**config.mk**
```make
export PLATFORM = sky130hd
export DESIGN_NAME = trigger_abs_time_tagger_top
export DESIGN_NICKNAME = d
export VERILOG_FILES = /design/src/hdl/tat_pkg.sv /design/src/hdl/tat_div.sv /design/src/hdl/tat_core.sv /design/src/hdl/trigger_abs_time_tagger_top.sv
export VERILOG_INCLUDE_DIRS = /design/src /design/src/hdl
export SDC_FILE = /design/constraint.sdc
export NUM_CORES = 2
export LEC_CHECK = 0
export ABC_CLOCK_PERIOD_IN_PS = 22500
export BUFFER_PORTS_ARGS = -buffer_cell sky130_fd_sc_hd__buf_2
export CAP_MARGIN = 20
export CELL_PAD_IN_SITES_DETAIL_PLACEMENT = 1
export CELL_PAD_IN_SITES_GLOBAL_PLACEMENT = 1
export CORE_ASPECT_RATIO = 0.9
export CORE_MARGIN = 4
export CORE_UTILIZATION = 30
export CTS_CLUSTER_SIZE = 8
export DETAILED_ROUTE_END_ITERATION = 7
export GPL_ROUTABILITY_DRIVEN = 0
export PLACE_DENSITY_LB_ADDON = 0.1
export SETUP_SLACK_MARGIN = 0.5
export SKIP_CTS_REPAIR_TIMING = 1
export SLEW_MARGIN = 15
export SYNTH_ARGS = -nofsm -noshare
export SYNTH_HDL_FRONTEND = slang
export SYNTH_HIERARCHICAL = 1
export SYNTH_SLANG_ARGS = --single-unit
```
**constraint.sdc**
```tcl
create_clock -name clk -period 22.5 [get_ports clk]
set_input_delay 2.25 -clock clk [delete_from_list [all_inputs] [get_ports clk]]
set_output_delay 2.25 -clock clk [all_outputs]
set_load 0.01 [all_outputs]
```
**src/hdl/trigger_abs_time_tagger_top_defines.svh**
```systemverilog
// ----------------------------------------------------------------------------
// Trigger absolute time tagger: assertion macros
// Shared concurrent assertion forms, clocked on clk, disabled in reset.
// ----------------------------------------------------------------------------
`ifndef TRIGGER_ABS_TIME_TAGGER_TOP_DEFINES_SVH
`define TRIGGER_ABS_TIME_TAGGER_TOP_DEFINES_SVH

// same-cycle implication
`define TAT_ASSERT_NOW(lbl, ante, cons, msg) \
    lbl: assert property (@(posedge clk) disable iff (!rst_n) (ante) |-> (cons)) else $error(msg);

// next-cycle implication
`define TAT_ASSERT_NEXT(lbl, ante, cons, msg) \
    lbl: assert property (@(posedge clk) disable iff (!rst_n) (ante) |=> (cons)) else $error(msg);

`endif

```
**src/hdl/tat_pkg.sv**
```systemverilog
// ----------------------------------------------------------------------------
// Trigger absolute time tagger: package
// Types, constants and helpers shared by the tagger modules.
// ----------------------------------------------------------------------------
package tat_pkg;

    localparam int unsigned DIV_W    = 53;
    localparam int unsigned DEN_W    = 27;
    localparam int unsigned TQ_W     = 56;

    typedef logic signed [TQ_W-1:0] tq_t;

    localparam logic [19:0]     WEEK_SEC   = 20'd604800;
    localparam tq_t             WEEK_LIMIT = tq_t'(WEEK_SEC) <<< 32;
    localparam logic [12:0]     ROLL_EDGE  = 13'd629;
    localparam logic [12:0]     ROLL_FIRST = 13'd1024;
    localparam logic [12:0]     ROLL_ADD1  = 13'd1024;
    localparam logic [12:0]     ROLL_ADD2  = 13'd2048;
    localparam logic [31:0]     CNT_MAX    = 32'hFFFF_FFFF;

    typedef enum logic [1:0] {
        REG_OFF_LIM    = 2'd0,
        REG_DIFF_LIM   = 2'd1,
        REG_SPREAD_LIM = 2'd2
    } reg_idx_t;

    typedef enum logic [2:0] {
        OUT_OK        = 3'd0,
        OUT_BEF_FAIL  = 3'd1,
        OUT_AFT_FAIL  = 3'd2,
        OUT_BOTH_FAIL = 3'd3,
        OUT_TOO_DIFF  = 3'd4,
        OUT_BEF_LAST  = 3'd5
    } outcome_t;

    typedef enum logic [4:0] {
        S_IDLE, S_MF, S_MB, S_MA, S_CYC, S_CYCW, S_GAP, S_SDW, S_DD, S_ADJ,
        S_EST, S_RNG, S_CMB, S_SEL, S_WK, S_WKW, S_DONE
    } state_t;

    typedef struct packed {
        logic [39:0] off_lim;
        logic [39:0] diff_lim;
        logic [39:0] spread_lim;
    } tat_cfg_t;

    typedef struct packed {
        logic [3:0]  status_bits;
        logic [26:0] tick_rate;
        logic [31:0] after_counter;
        logic [39:0] after_second;
        logic [11:0] after_week;
        logic [31:0] before_counter;
        logic [39:0] before_second;
        logic [11:0] before_week;
        logic [31:0] trigger_counter;
        logic [39:0] frame_second;
        logic [11:0] frame_week;
    } tat_item_t;

    typedef struct packed {
        logic [31:0]        valid_total;
        logic [31:0]        error_total;
        outcome_t           outcome;
        logic               abs_valid;
        logic signed [40:0] abs_second;
        logic signed [12:0] abs_week;
    } tat_res_t;

    function automatic tq_t to_q20(input logic [11:0] w, input logic [39:0] s);
        logic [31:0] p;
        p = 32'(w) * 32'(WEEK_SEC);
        return (tq_t'(p) <<< 20) + tq_t'(s);
    endfunction

endpackage

```
**src/hdl/tat_div.sv**
```systemverilog
// ----------------------------------------------------------------------------
// Trigger absolute time tagger: serial divider
// Restoring divider, one quotient bit per cycle, 53-bit dividend.
// ----------------------------------------------------------------------------
module tat_div (
    input  logic                           clk,
    input  logic                           rst_n,
    input  logic                           start,
    input  logic [tat_pkg::DIV_W-1:0]      dividend,
    input  logic [tat_pkg::DEN_W-1:0]      divisor,
    output logic                           done,
    output logic [tat_pkg::DIV_W-1:0]      quotient,
    output logic [tat_pkg::DEN_W-1:0]      remainder
);
    import tat_pkg::*;

    logic [DIV_W-1:0] dq_reg;
    logic [DEN_W-1:0] rem_reg;
    logic [DEN_W-1:0] den_reg;
    logic [5:0]       cnt_reg;
    logic             run_reg;
    logic             done_reg;
    logic [DEN_W:0]   rem_sh;
    logic             ge;
    logic [DEN_W:0]   rem_new;

    always_comb
    begin
        rem_sh  = {rem_reg, dq_reg[DIV_W-1]};
        ge      = rem_sh >= {1'b0, den_reg};
        rem_new = ge ? rem_sh - {1'b0, den_reg} : rem_sh;
    end

    always_ff @(posedge clk or negedge rst_n)
    begin
        if (!rst_n)
        begin
            run_reg  <= 1'b0;
            done_reg <= 1'b0;
            cnt_reg  <= '0;
        end
        else
        begin
            done_reg <= 1'b0;
            if (start)
            begin
                run_reg <= 1'b1;
                cnt_reg <= 6'(DIV_W - 1);
            end
            else if (run_reg)
            begin
                if (cnt_reg == '0)
                begin
                    run_reg  <= 1'b0;
                    done_reg <= 1'b1;
                end
                else
                begin
                    cnt_reg <= cnt_reg - 6'd1;
                end
            end
        end
    end

    always_ff @(posedge clk)
    begin
        if (start)
        begin
            dq_reg  <= dividend;
            rem_reg <= '0;
            den_reg <= divisor;
        end
        else if (run_reg)
        begin
            dq_reg  <= {dq_reg[DIV_W-2:0], ge};
            rem_reg <= rem_new[DEN_W-1:0];
        end
    end

    assign done      = done_reg;
    assign quotient  = dq_reg;
    assign remainder = rem_reg;

endmodule

```
**src/hdl/tat_core.sv**
```systemverilog
// ----------------------------------------------------------------------------
// Trigger absolute time tagger: sequencer and datapath
// Steps a trigger through the before and, if present, after reference
// estimates, selection, week split, saturating counters; one serial divider.
// ----------------------------------------------------------------------------
module tat_core (
    input  logic               clk,
    input  logic               rst_n,
    input  logic               start,
    input  tat_pkg::tat_item_t item,
    input  tat_pkg::tat_cfg_t  cfg,
    input  logic               res_ready,
    output logic               idle,
    output logic               res_load,
    output tat_pkg::tat_res_t  res
);
    import tat_pkg::*;

    state_t    state_reg, state_next;
    tat_item_t item_reg;
    tq_t       tf_reg, tb_reg, ta_reg;
    tq_t       cycle_reg, gap_reg, sd_reg, dd_reg, adj_reg, e_reg, t_reg;
    tq_t       eb_reg, ea_reg, dif_reg, sum_reg, sel_t_reg;
    logic      off_fail_reg, neg_reg, inband_reg, chk_reg;
    logic      okb_reg, oka_reg, has_reg, ref_sel_reg;
    logic signed [12:0] wk_reg;
    logic signed [40:0] sec_reg;
    logic      valid_reg;
    outcome_t  outc_reg;
    logic [31:0] err_reg, val_reg;

    logic              div_start;
    logic [DIV_W-1:0]  div_dividend;
    logic [DEN_W-1:0]  div_divisor;
    logic              div_done;
    logic [DIV_W-1:0]  div_q;
    logic [DEN_W-1:0]  div_r;

    logic [DEN_W-1:0]  tps;
    tq_t               tref, md, eabs, difabs, t_chk;
    logic [31:0]       cnt_ref;
    logic [32:0]       cdiff;
    logic [31:0]       cmag;
    logic              pos, ng, rng_ok, bv, av, present;
    logic [12:0]       wq;

    tat_div u_div (
        .clk       (clk),
        .rst_n     (rst_n),
        .start     (div_start),
        .dividend  (div_dividend),
        .divisor   (div_divisor),
        .done      (div_done),
        .quotient  (div_q),
        .remainder (div_r)
    );

    always_comb
    begin
        tps     = (item_reg.tick_rate == '0) ? DEN_W'(1) : item_reg.tick_rate;
        tref    = ref_sel_reg ? ta_reg : tb_reg;
        cnt_ref = ref_sel_reg ? item_reg.after_counter : item_reg.before_counter;
        cdiff   = {1'b0, item_reg.trigger_counter} - {1'b0, cnt_ref};
        cmag    = cdiff[32] ? 32'(-cdiff) : cdiff[31:0];
        md      = tq_t'(cfg.diff_lim);
        pos     = dd_reg > md;
        ng      = dd_reg < -md;
        eabs    = e_reg[TQ_W-1] ? -e_reg : e_reg;
        difabs  = dif_reg[TQ_W-1] ? -dif_reg : dif_reg;
        t_chk   = tref + sd_reg + adj_reg;
        rng_ok  = chk_reg && !off_fail_reg && !t_reg[TQ_W-1] && (t_reg < WEEK_LIMIT);
        bv      = item_reg.status_bits[1];
        av      = item_reg.status_bits[2];
        present = item_reg.status_bits[3];
        wq      = div_q[12:0];
    end

    always_comb
    begin
        state_next = state_reg;
        unique case (state_reg)
            S_IDLE: if (start) state_next = item.status_bits[0] ? S_DONE : S_MF;
            S_MF:   state_next = S_MB;
            S_MB:   state_next = S_MA;
            S_MA:   state_next = S_CYC;
            S_CYC:  state_next = S_CYCW;
            S_CYCW: if (div_done) state_next = S_GAP;
            S_GAP:  state_next = S_SDW;
            S_SDW:  if (div_done) state_next = S_DD;
            S_DD:   state_next = S_ADJ;
            S_ADJ:  state_next = S_EST;
            S_EST:  state_next = S_RNG;
            S_RNG:  state_next = (!ref_sel_reg && present) ? S_GAP : S_CMB;
            S_CMB:  state_next = S_SEL;
            S_SEL:  state_next = S_WK;
            S_WK:   state_next = has_reg ? S_WKW : S_DONE;
            S_WKW:  if (div_done) state_next = S_DONE;
            S_DONE: if (res_ready) state_next = S_IDLE;
            default: state_next = S_IDLE;
        endcase
    end

    always_comb
    begin
        div_start    = 1'b0;
        div_dividend = '0;
        div_divisor  = tps;
        res_load     = 1'b0;
        unique case (state_reg)
            S_CYC:
            begin
                div_start    = 1'b1;
                div_dividend = (DIV_W'(1) << 52) + DIV_W'(tps >> 1);
            end
            S_GAP:
            begin
                div_start    = 1'b1;
                div_dividend = DIV_W'({cmag, 20'b0}) + DIV_W'(tps >> 1);
            end
            S_WK:
            begin
                div_start    = has_reg;
                div_dividend = DIV_W'(t_reg[52:20]);
                div_divisor  = DEN_W'(WEEK_SEC);
            end
            S_DONE: res_load = res_ready;
            default: div_start = 1'b0;
        endcase
    end

    always_ff @(posedge clk or negedge rst_n)
    begin
        if (!rst_n)
        begin
            state_reg <= S_IDLE;
            err_reg   <= '0;
            val_reg   <= '0;
        end
        else
        begin
            state_reg <= state_next;
            if (state_reg == S_WK)
            begin
                if (outc_reg != OUT_OK && err_reg != CNT_MAX)
                    err_reg <= err_reg + 32'd1;
                if (has_reg && valid_reg && val_reg != CNT_MAX)
                    val_reg <= val_reg + 32'd1;
            end
        end
    end

    always_ff @(posedge clk)
    begin
        unique case (state_reg)
            S_IDLE:
            begin
                item_reg  <= item;
                wk_reg    <= '1;
                sec_reg   <= '1;
                valid_reg <= 1'b0;
                outc_reg  <= OUT_OK;
                has_reg   <= 1'b0;
            end
            S_MF: tf_reg <= to_q20(item_reg.frame_week, item_reg.frame_second);
            S_MB: tb_reg <= to_q20(item_reg.before_week, item_reg.before_second);
            S_MA: ta_reg <= to_q20(item_reg.after_week, item_reg.after_second);
            S_CYC: ref_sel_reg <= 1'b0;
            S_CYCW: if (div_done) cycle_reg <= tq_t'(div_q);
            S_GAP:
            begin
                gap_reg      <= tf_reg - tref;
                off_fail_reg <= (tf_reg - tref) > tq_t'(cfg.off_lim);
                neg_reg      <= cdiff[32];
            end
            S_SDW: if (div_done) sd_reg <= neg_reg ? -tq_t'(div_q) : tq_t'(div_q);
            S_DD: dd_reg <= gap_reg - sd_reg;
            S_ADJ:
            begin
                adj_reg    <= pos ? cycle_reg : (ng ? -cycle_reg : '0);
                e_reg      <= dd_reg - (pos ? cycle_reg : (ng ? -cycle_reg : '0));
                inband_reg <= !pos && !ng;
            end
            S_EST:
            begin
                chk_reg <= inband_reg || (eabs < md);
                t_reg   <= t_chk;
            end
            S_RNG:
            begin
                if (!ref_sel_reg)
                begin
                    eb_reg      <= t_reg;
                    okb_reg     <= rng_ok;
                    ref_sel_reg <= 1'b1;
                end
                else
                begin
                    ea_reg  <= t_reg;
                    oka_reg <= rng_ok;
                end
            end
            S_CMB:
            begin
                dif_reg <= ea_reg - eb_reg;
                sum_reg <= ea_reg + eb_reg;
                if (present)
                begin
                    priority if (!okb_reg && !oka_reg)
                    begin
                        outc_reg <= OUT_BOTH_FAIL; valid_reg <= bv && av;
                    end
                    else if (!okb_reg)
                    begin
                        outc_reg <= OUT_BEF_FAIL; valid_reg <= av;
                        has_reg <= 1'b1; sel_t_reg <= ea_reg;
                    end
                    else if (!oka_reg)
                    begin
                        outc_reg <= OUT_AFT_FAIL; valid_reg <= bv;
                        has_reg <= 1'b1; sel_t_reg <= eb_reg;
                    end
                    else
                    begin
                        outc_reg <= OUT_OK; valid_reg <= bv && av; has_reg <= 1'b1;
                    end
                end
                else
                begin
                    valid_reg <= bv;
                    if (okb_reg)
                    begin
                        has_reg <= 1'b1; sel_t_reg <= eb_reg;
                    end
                    else
                    begin
                        outc_reg <= OUT_BEF_LAST;
                    end
                end
            end
            S_SEL:
            begin
                if (present && okb_reg && oka_reg)
                begin
                    if (difabs > tq_t'(cfg.spread_lim))
                    begin
                        outc_reg <= OUT_TOO_DIFF;
                        has_reg  <= 1'b0;
                    end
                    else
                    begin
                        t_reg <= sum_reg >>> 1;
                    end
                end
                else
                begin
                    t_reg <= sel_t_reg;
                end
            end
            S_WKW:
            begin
                if (div_done)
                begin
                    if (wq != '0 && wq < ROLL_FIRST)
                        wk_reg <= $signed(wq + ((wq > ROLL_EDGE) ? ROLL_ADD1 : ROLL_ADD2));
                    else
                        wk_reg <= $signed(wq);
                    sec_reg <= $signed({1'b0, div_r[19:0], t_reg[19:0]});
                end
            end
            default: item_reg <= item_reg;
        endcase
    end

    assign idle = (state_reg == S_IDLE);

    always_comb
    begin
        res.abs_week    = wk_reg;
        res.abs_second  = sec_reg;
        res.abs_valid   = valid_reg;
        res.outcome     = outc_reg;
        res.error_total = err_reg;
        res.valid_total = val_reg;
    end

endmodule

```
**src/hdl/trigger_abs_time_tagger_top.sv**
```systemverilog
// ----------------------------------------------------------------------------
// Trigger absolute time tagger: top level
// Usage:
//  Input stream s_*: one transaction per trigger (frame time, tick counter,
//  before and after sync references, tick rate); status bits ride on s_tuser.
//  Output stream m_*: one transaction per input with the absolute GPS time,
//  outcome code and the running error and valid counts.
//  Config port: cfg_we/cfg_addr/cfg_wdata write the three Q20 tolerances,
//  0 offset limit, 1 diff limit, 2 spread limit; write only while idle.
//  A trigger with a bad status bit goes straight to the result; otherwise the
//  53-step serial divider is used for the cycle length, each counter gap and
//  the week split (the last only when a time results). One trigger is in
//  work at a time; the next one is accepted in the cycle after the result
//  is loaded into the output register.
//  Reset clears the tolerances, both counters and all handshake state.
//  If m_tready stays low the finished result is held in the output register;
//  the next trigger is worked and then waits in its final state, and
//  s_tready stays low until the sequencer is idle again.
// ----------------------------------------------------------------------------
`include "trigger_abs_time_tagger_top_defines.svh"

module trigger_abs_time_tagger_top (
    input  logic         clk,
    input  logic         rst_n,
    input  logic         s_tvalid,
    output logic         s_tready,
    // frame_week, frame_second, trigger_counter, before_week, before_second,
    // before_counter, after_week, after_second, after_counter, tick_rate
    input  logic [279:0] s_tdata,
    // status_bits
    input  logic [3:0]   s_tuser,
    output logic         m_tvalid,
    input  logic         m_tready,
    // abs_week, abs_second, abs_valid, outcome, error_total, valid_total
    output logic [127:0] m_tdata,
    input  logic         cfg_we,
    input  logic [1:0]   cfg_addr,
    input  logic [39:0]  cfg_wdata
);
    import tat_pkg::*;

    tat_cfg_t  cfg_reg;
    tat_item_t item;
    tat_res_t  res;
    logic      core_idle, res_load, res_ready, start;
    logic [127:0] m_tdata_reg;
    logic      m_tvalid_reg;

    always_comb
    begin
        item.frame_week       = s_tdata[11:0];
        item.frame_second     = s_tdata[51:12];
        item.trigger_counter  = s_tdata[83:52];
        item.before_week      = s_tdata[95:84];
        item.before_second    = s_tdata[135:96];
        item.before_counter   = s_tdata[167:136];
        item.after_week       = s_tdata[179:168];
        item.after_second     = s_tdata[219:180];
        item.after_counter    = s_tdata[251:220];
        item.tick_rate        = s_tdata[278:252];
        item.status_bits      = s_tuser;
    end

    assign s_tready  = core_idle;
    assign start     = s_tvalid && core_idle;
    assign res_ready = !m_tvalid_reg || m_tready;

    always_ff @(posedge clk or negedge rst_n)
    begin
        if (!rst_n)
        begin
            cfg_reg <= '0;
        end
        else if (cfg_we)
        begin
            unique case (cfg_addr)
                REG_OFF_LIM:    cfg_reg.off_lim    <= cfg_wdata;
                REG_DIFF_LIM:   cfg_reg.diff_lim   <= cfg_wdata;
                REG_SPREAD_LIM: cfg_reg.spread_lim <= cfg_wdata;
                default:        cfg_reg <= cfg_reg;
            endcase
        end
    end

    tat_core u_core (
        .clk       (clk),
        .rst_n     (rst_n),
        .start     (start),
        .item      (item),
        .cfg       (cfg_reg),
        .res_ready (res_ready),
        .idle      (core_idle),
        .res_load  (res_load),
        .res       (res)
    );

    always_ff @(posedge clk or negedge rst_n)
    begin
        if (!rst_n)
            m_tvalid_reg <= 1'b0;
        else if (res_load)
            m_tvalid_reg <= 1'b1;
        else if (m_tready)
            m_tvalid_reg <= 1'b0;
    end

    always_ff @(posedge clk)
    begin
        if (res_load)
            m_tdata_reg <= 128'(res);
    end

    assign m_tvalid = m_tvalid_reg;
    assign m_tdata  = m_tdata_reg;

    `TAT_ASSERT_NEXT(a_busy_after_start, s_tvalid && s_tready, !s_tready, "accepted while busy")
    `TAT_ASSERT_NOW(a_no_overwrite, res_load, !m_tvalid || m_tready, "result overwritten")
    `TAT_ASSERT_NOW(a_outcome_range, m_tvalid, m_tdata[57:55] <= 3'd5, "bad outcome code")

endmodule
```
==> run metrics <==
status=finished, final reports clean; Setup CP Type=flop to flop; met3 Use GR=0.02276; Synth top cells by count=edfxtp_1, ha_1, inv_1; DP Worst Slack=9.753 ns; post-synthesis sequential area ratio=0.4660; setup TNS=0 ns; Fmax=0.07657 GHz; Pre-antenna DRT Iters=6; Non-Filler Instances=14250; Syn Inst Count=9084; unrepaired setup endpoints after global routing=no; P_leak=45.87 nW; worst vdd ir=0.00006331 V; final setup fails=0; die area=344400 um^2; Cell Rows=201; drt total wl=344100 um; Final Hold Fails=0; # H-tree levels=4; Synth top area share=0.4113; number of flops mapped to enable cells by yosys=1377; largest cells by area after synthesis=edfxtp_1, ha_1, xnor2_1, dfrtp_1, fa_1; final core utilization=0.3442; die width=618.2 um; grt met1 use=0.2578; most used routing layer=met2; CTS tree=built; Final Power=6.816 mW; Post-synth ARST share=0.1236; Placed Cells=13849; global route overflow=0; CP Launch Type=flop; worst rel slew slack=0.2083; Worst-Skew Late Latency=0.93 ns; fin crit share=0.5804; DP HPWL=271200 um; Starting DRT DRC Count=3691; Crit. End Element=flop; I/O Pins=461; global-route wire length before repair=506400 um; mux contribution to synthesized area=0.03508; Tmin final=13.06 ns; M2 GR Usage=0.3348; CTS buffer count=228; vias=71823; core area=333500 um^2; largest fanout on the critical path=22; Post-Synth Simple-Gate Area=0.1127; Synth Area in XOR/XNOR=0.06518; Initial Util=0.3015; Clock transition at path regs=0.06 ns; Data arrival, critical path=13.65 ns; Yosys reg bits=1602; syn avg cell area=11.07 um^2; pwr dens=59.39 nW/um^2; initial antenna violation count=29; Final ANT Viol Nets=0; Die Height=557.2 um; leading area contributor after synthesis=edfxtp_1; ratio of cells with drive above 1 in the final layout=0.1150; setup ws final=9.440 ns; min-delay worst type=flop to flop; max_cap viols=0; clock tree buffer depth=4; Total GRT Usage=0.1946; clock skew=0.1049 ns; pin count of the biggest net entering global routing=81; nets@finish=11016; Pins Over Slew Limit=0; CTS Root Cell=clkbuf_16; compound-cell area share of the yosys netlist=0.1292; CTS Sinks=1602; most numerous cell in the Yosys netlist=edfxtp_1; Synth Cell Area=100500 um^2; area grow syn2layout=14.18%; delay of the slowest critical-path stage=0.86 ns; residual DRC count=0; main combinational cell family by area after synthesis=adder cells; adder-cell area share of the yosys netlist=0.1506; post-DR vias/cell=5.040; buffers plus inverters on the worst setup path=2; worst path required time=23.09 ns; Wirelength per Cell=24.15 um; ys flop type=edfxtp_1; IO buf count=453; Worst path slowest cell=nand2_1; Netlist cell types=131; vias in the first global route=75701; max reg flops=280; Slew @ Worst Pin=1.180 ns; Fill cells=36689; yosys warns=6; crit-path leading delay family=simple AND/OR/NAND/NOR gates
[worst reg2reg max path, delay by kind of cell, from the launching register on]
family	cells	cell delay [ns]
buf+inv	2	0.36
flops	1	0.43
compound gates	17	4.36
simple gates	18	6.16
fa+ha+maj	3	1.15
xor+xnor	2	0.31
[report_power, final]
part           switching, mW  internal (mW)
combinational          0.166          0.136
clock                   1.34           1.90
sequential            0.0395           3.24
total                   1.55           5.27
[cells by family (layout without fill, tap and decap cells)]
group | Yosys count | count (layout)
AO/OA/AOI/OAI | 1991 | 1991
multiplexers | 329 | 329
other | 1 | 16
adder cells (fa/ha/maj) | 1102 | 1102
buffers and inverters | 1066 | 1751
XOR/XNOR | 746 | 746
AND/OR/NAND/NOR | 2247 | 2247
flip-flops | 1602 | 1602
[per-layer routing]
| layer | routed length (um) | up-vias |
|---|---|---|
| li1 | - | 34092 |
| met1 | 155500 | 36164 |
| met2 | 166400 | 1200 |
| met3 | 12330 | 365 |
| met4 | 9942 | 2 |
| met5 | 13 | - |
[area by class of cell]
class | count | area (um^2) | area share
Timing Repair Buffer | 539 | 2955 | 0.02575
Clock buffer | 372 | 6350 | 0.05532
Multi-Input combinational cell | 6421 | 49750 | 0.4335
Inverter | 822 | 3088 | 0.02690
Clock inverter | 18 | 177.7 | 0.001548
Tap cell | 4466 | 5588 | 0.04868
Antenna cell | 10 | 25.02 | 0.0002180
Sequential cell | 1602 | 46840 | 0.4081
[cells in the final DEF (no fill, tap or decap), drive strengths merged, types with 60 or more instances in the layout]
cell type and count:
buf 539, mux2 187, edfxtp 1377, a211oi 73
or3 140, fa 189, dfrtp 198, nor4 89
nand4 98, ha 882, xor2 164, o21a 76
clkbuf 372, o21bai 79, nor2 545, o31ai 84
nand3 151, xnor2 582, inv 824, nand2 492
and3 86, a21oi 524, a21o 203, nand2b 128
nor2b 126, mux2i 142, and2 60, nor3 186
o21ai 510
[metrics by stage]
stage,hold slack (ns),cell area (um^2)
after detailed placement,0.4052,108200
final,0.3525,114800
after CTS,0.3537,114700
after global routing,0.3729,114800
after floorplan,0.4003,100600
after global placement,0.4024,108200
[path summary, 6_finish.rpt]
kind	cells after the start	slack, ns	endpoint	from
max in group asynchronous	3	19.26	cfg_reg[112]$_DFFE_PN0P_	rst_n
worst min register to register	0	0.35	m_tdata[49]$_DFFE_PP_	u_core/sec_reg[36]$_SDFFCE_PP1P_
min in group asynchronous	1	1.23	u_core/val_reg[5]$_DFFE_PN0P_	rst_n
worst max register to register	42	9.44	u_core/e_reg[40]$_DFFE_PP_	cfg_reg[42]$_DFFE_PN0P_
worst min-delay path	0	0.35	m_tdata[49]$_DFFE_PP_	u_core/sec_reg[36]$_SDFFCE_PP1P_
worst max-delay path	42	9.44	u_core/e_reg[40]$_DFFE_PP_	cfg_reg[42]$_DFFE_PN0P_
(Power assumes the default switching activity.)
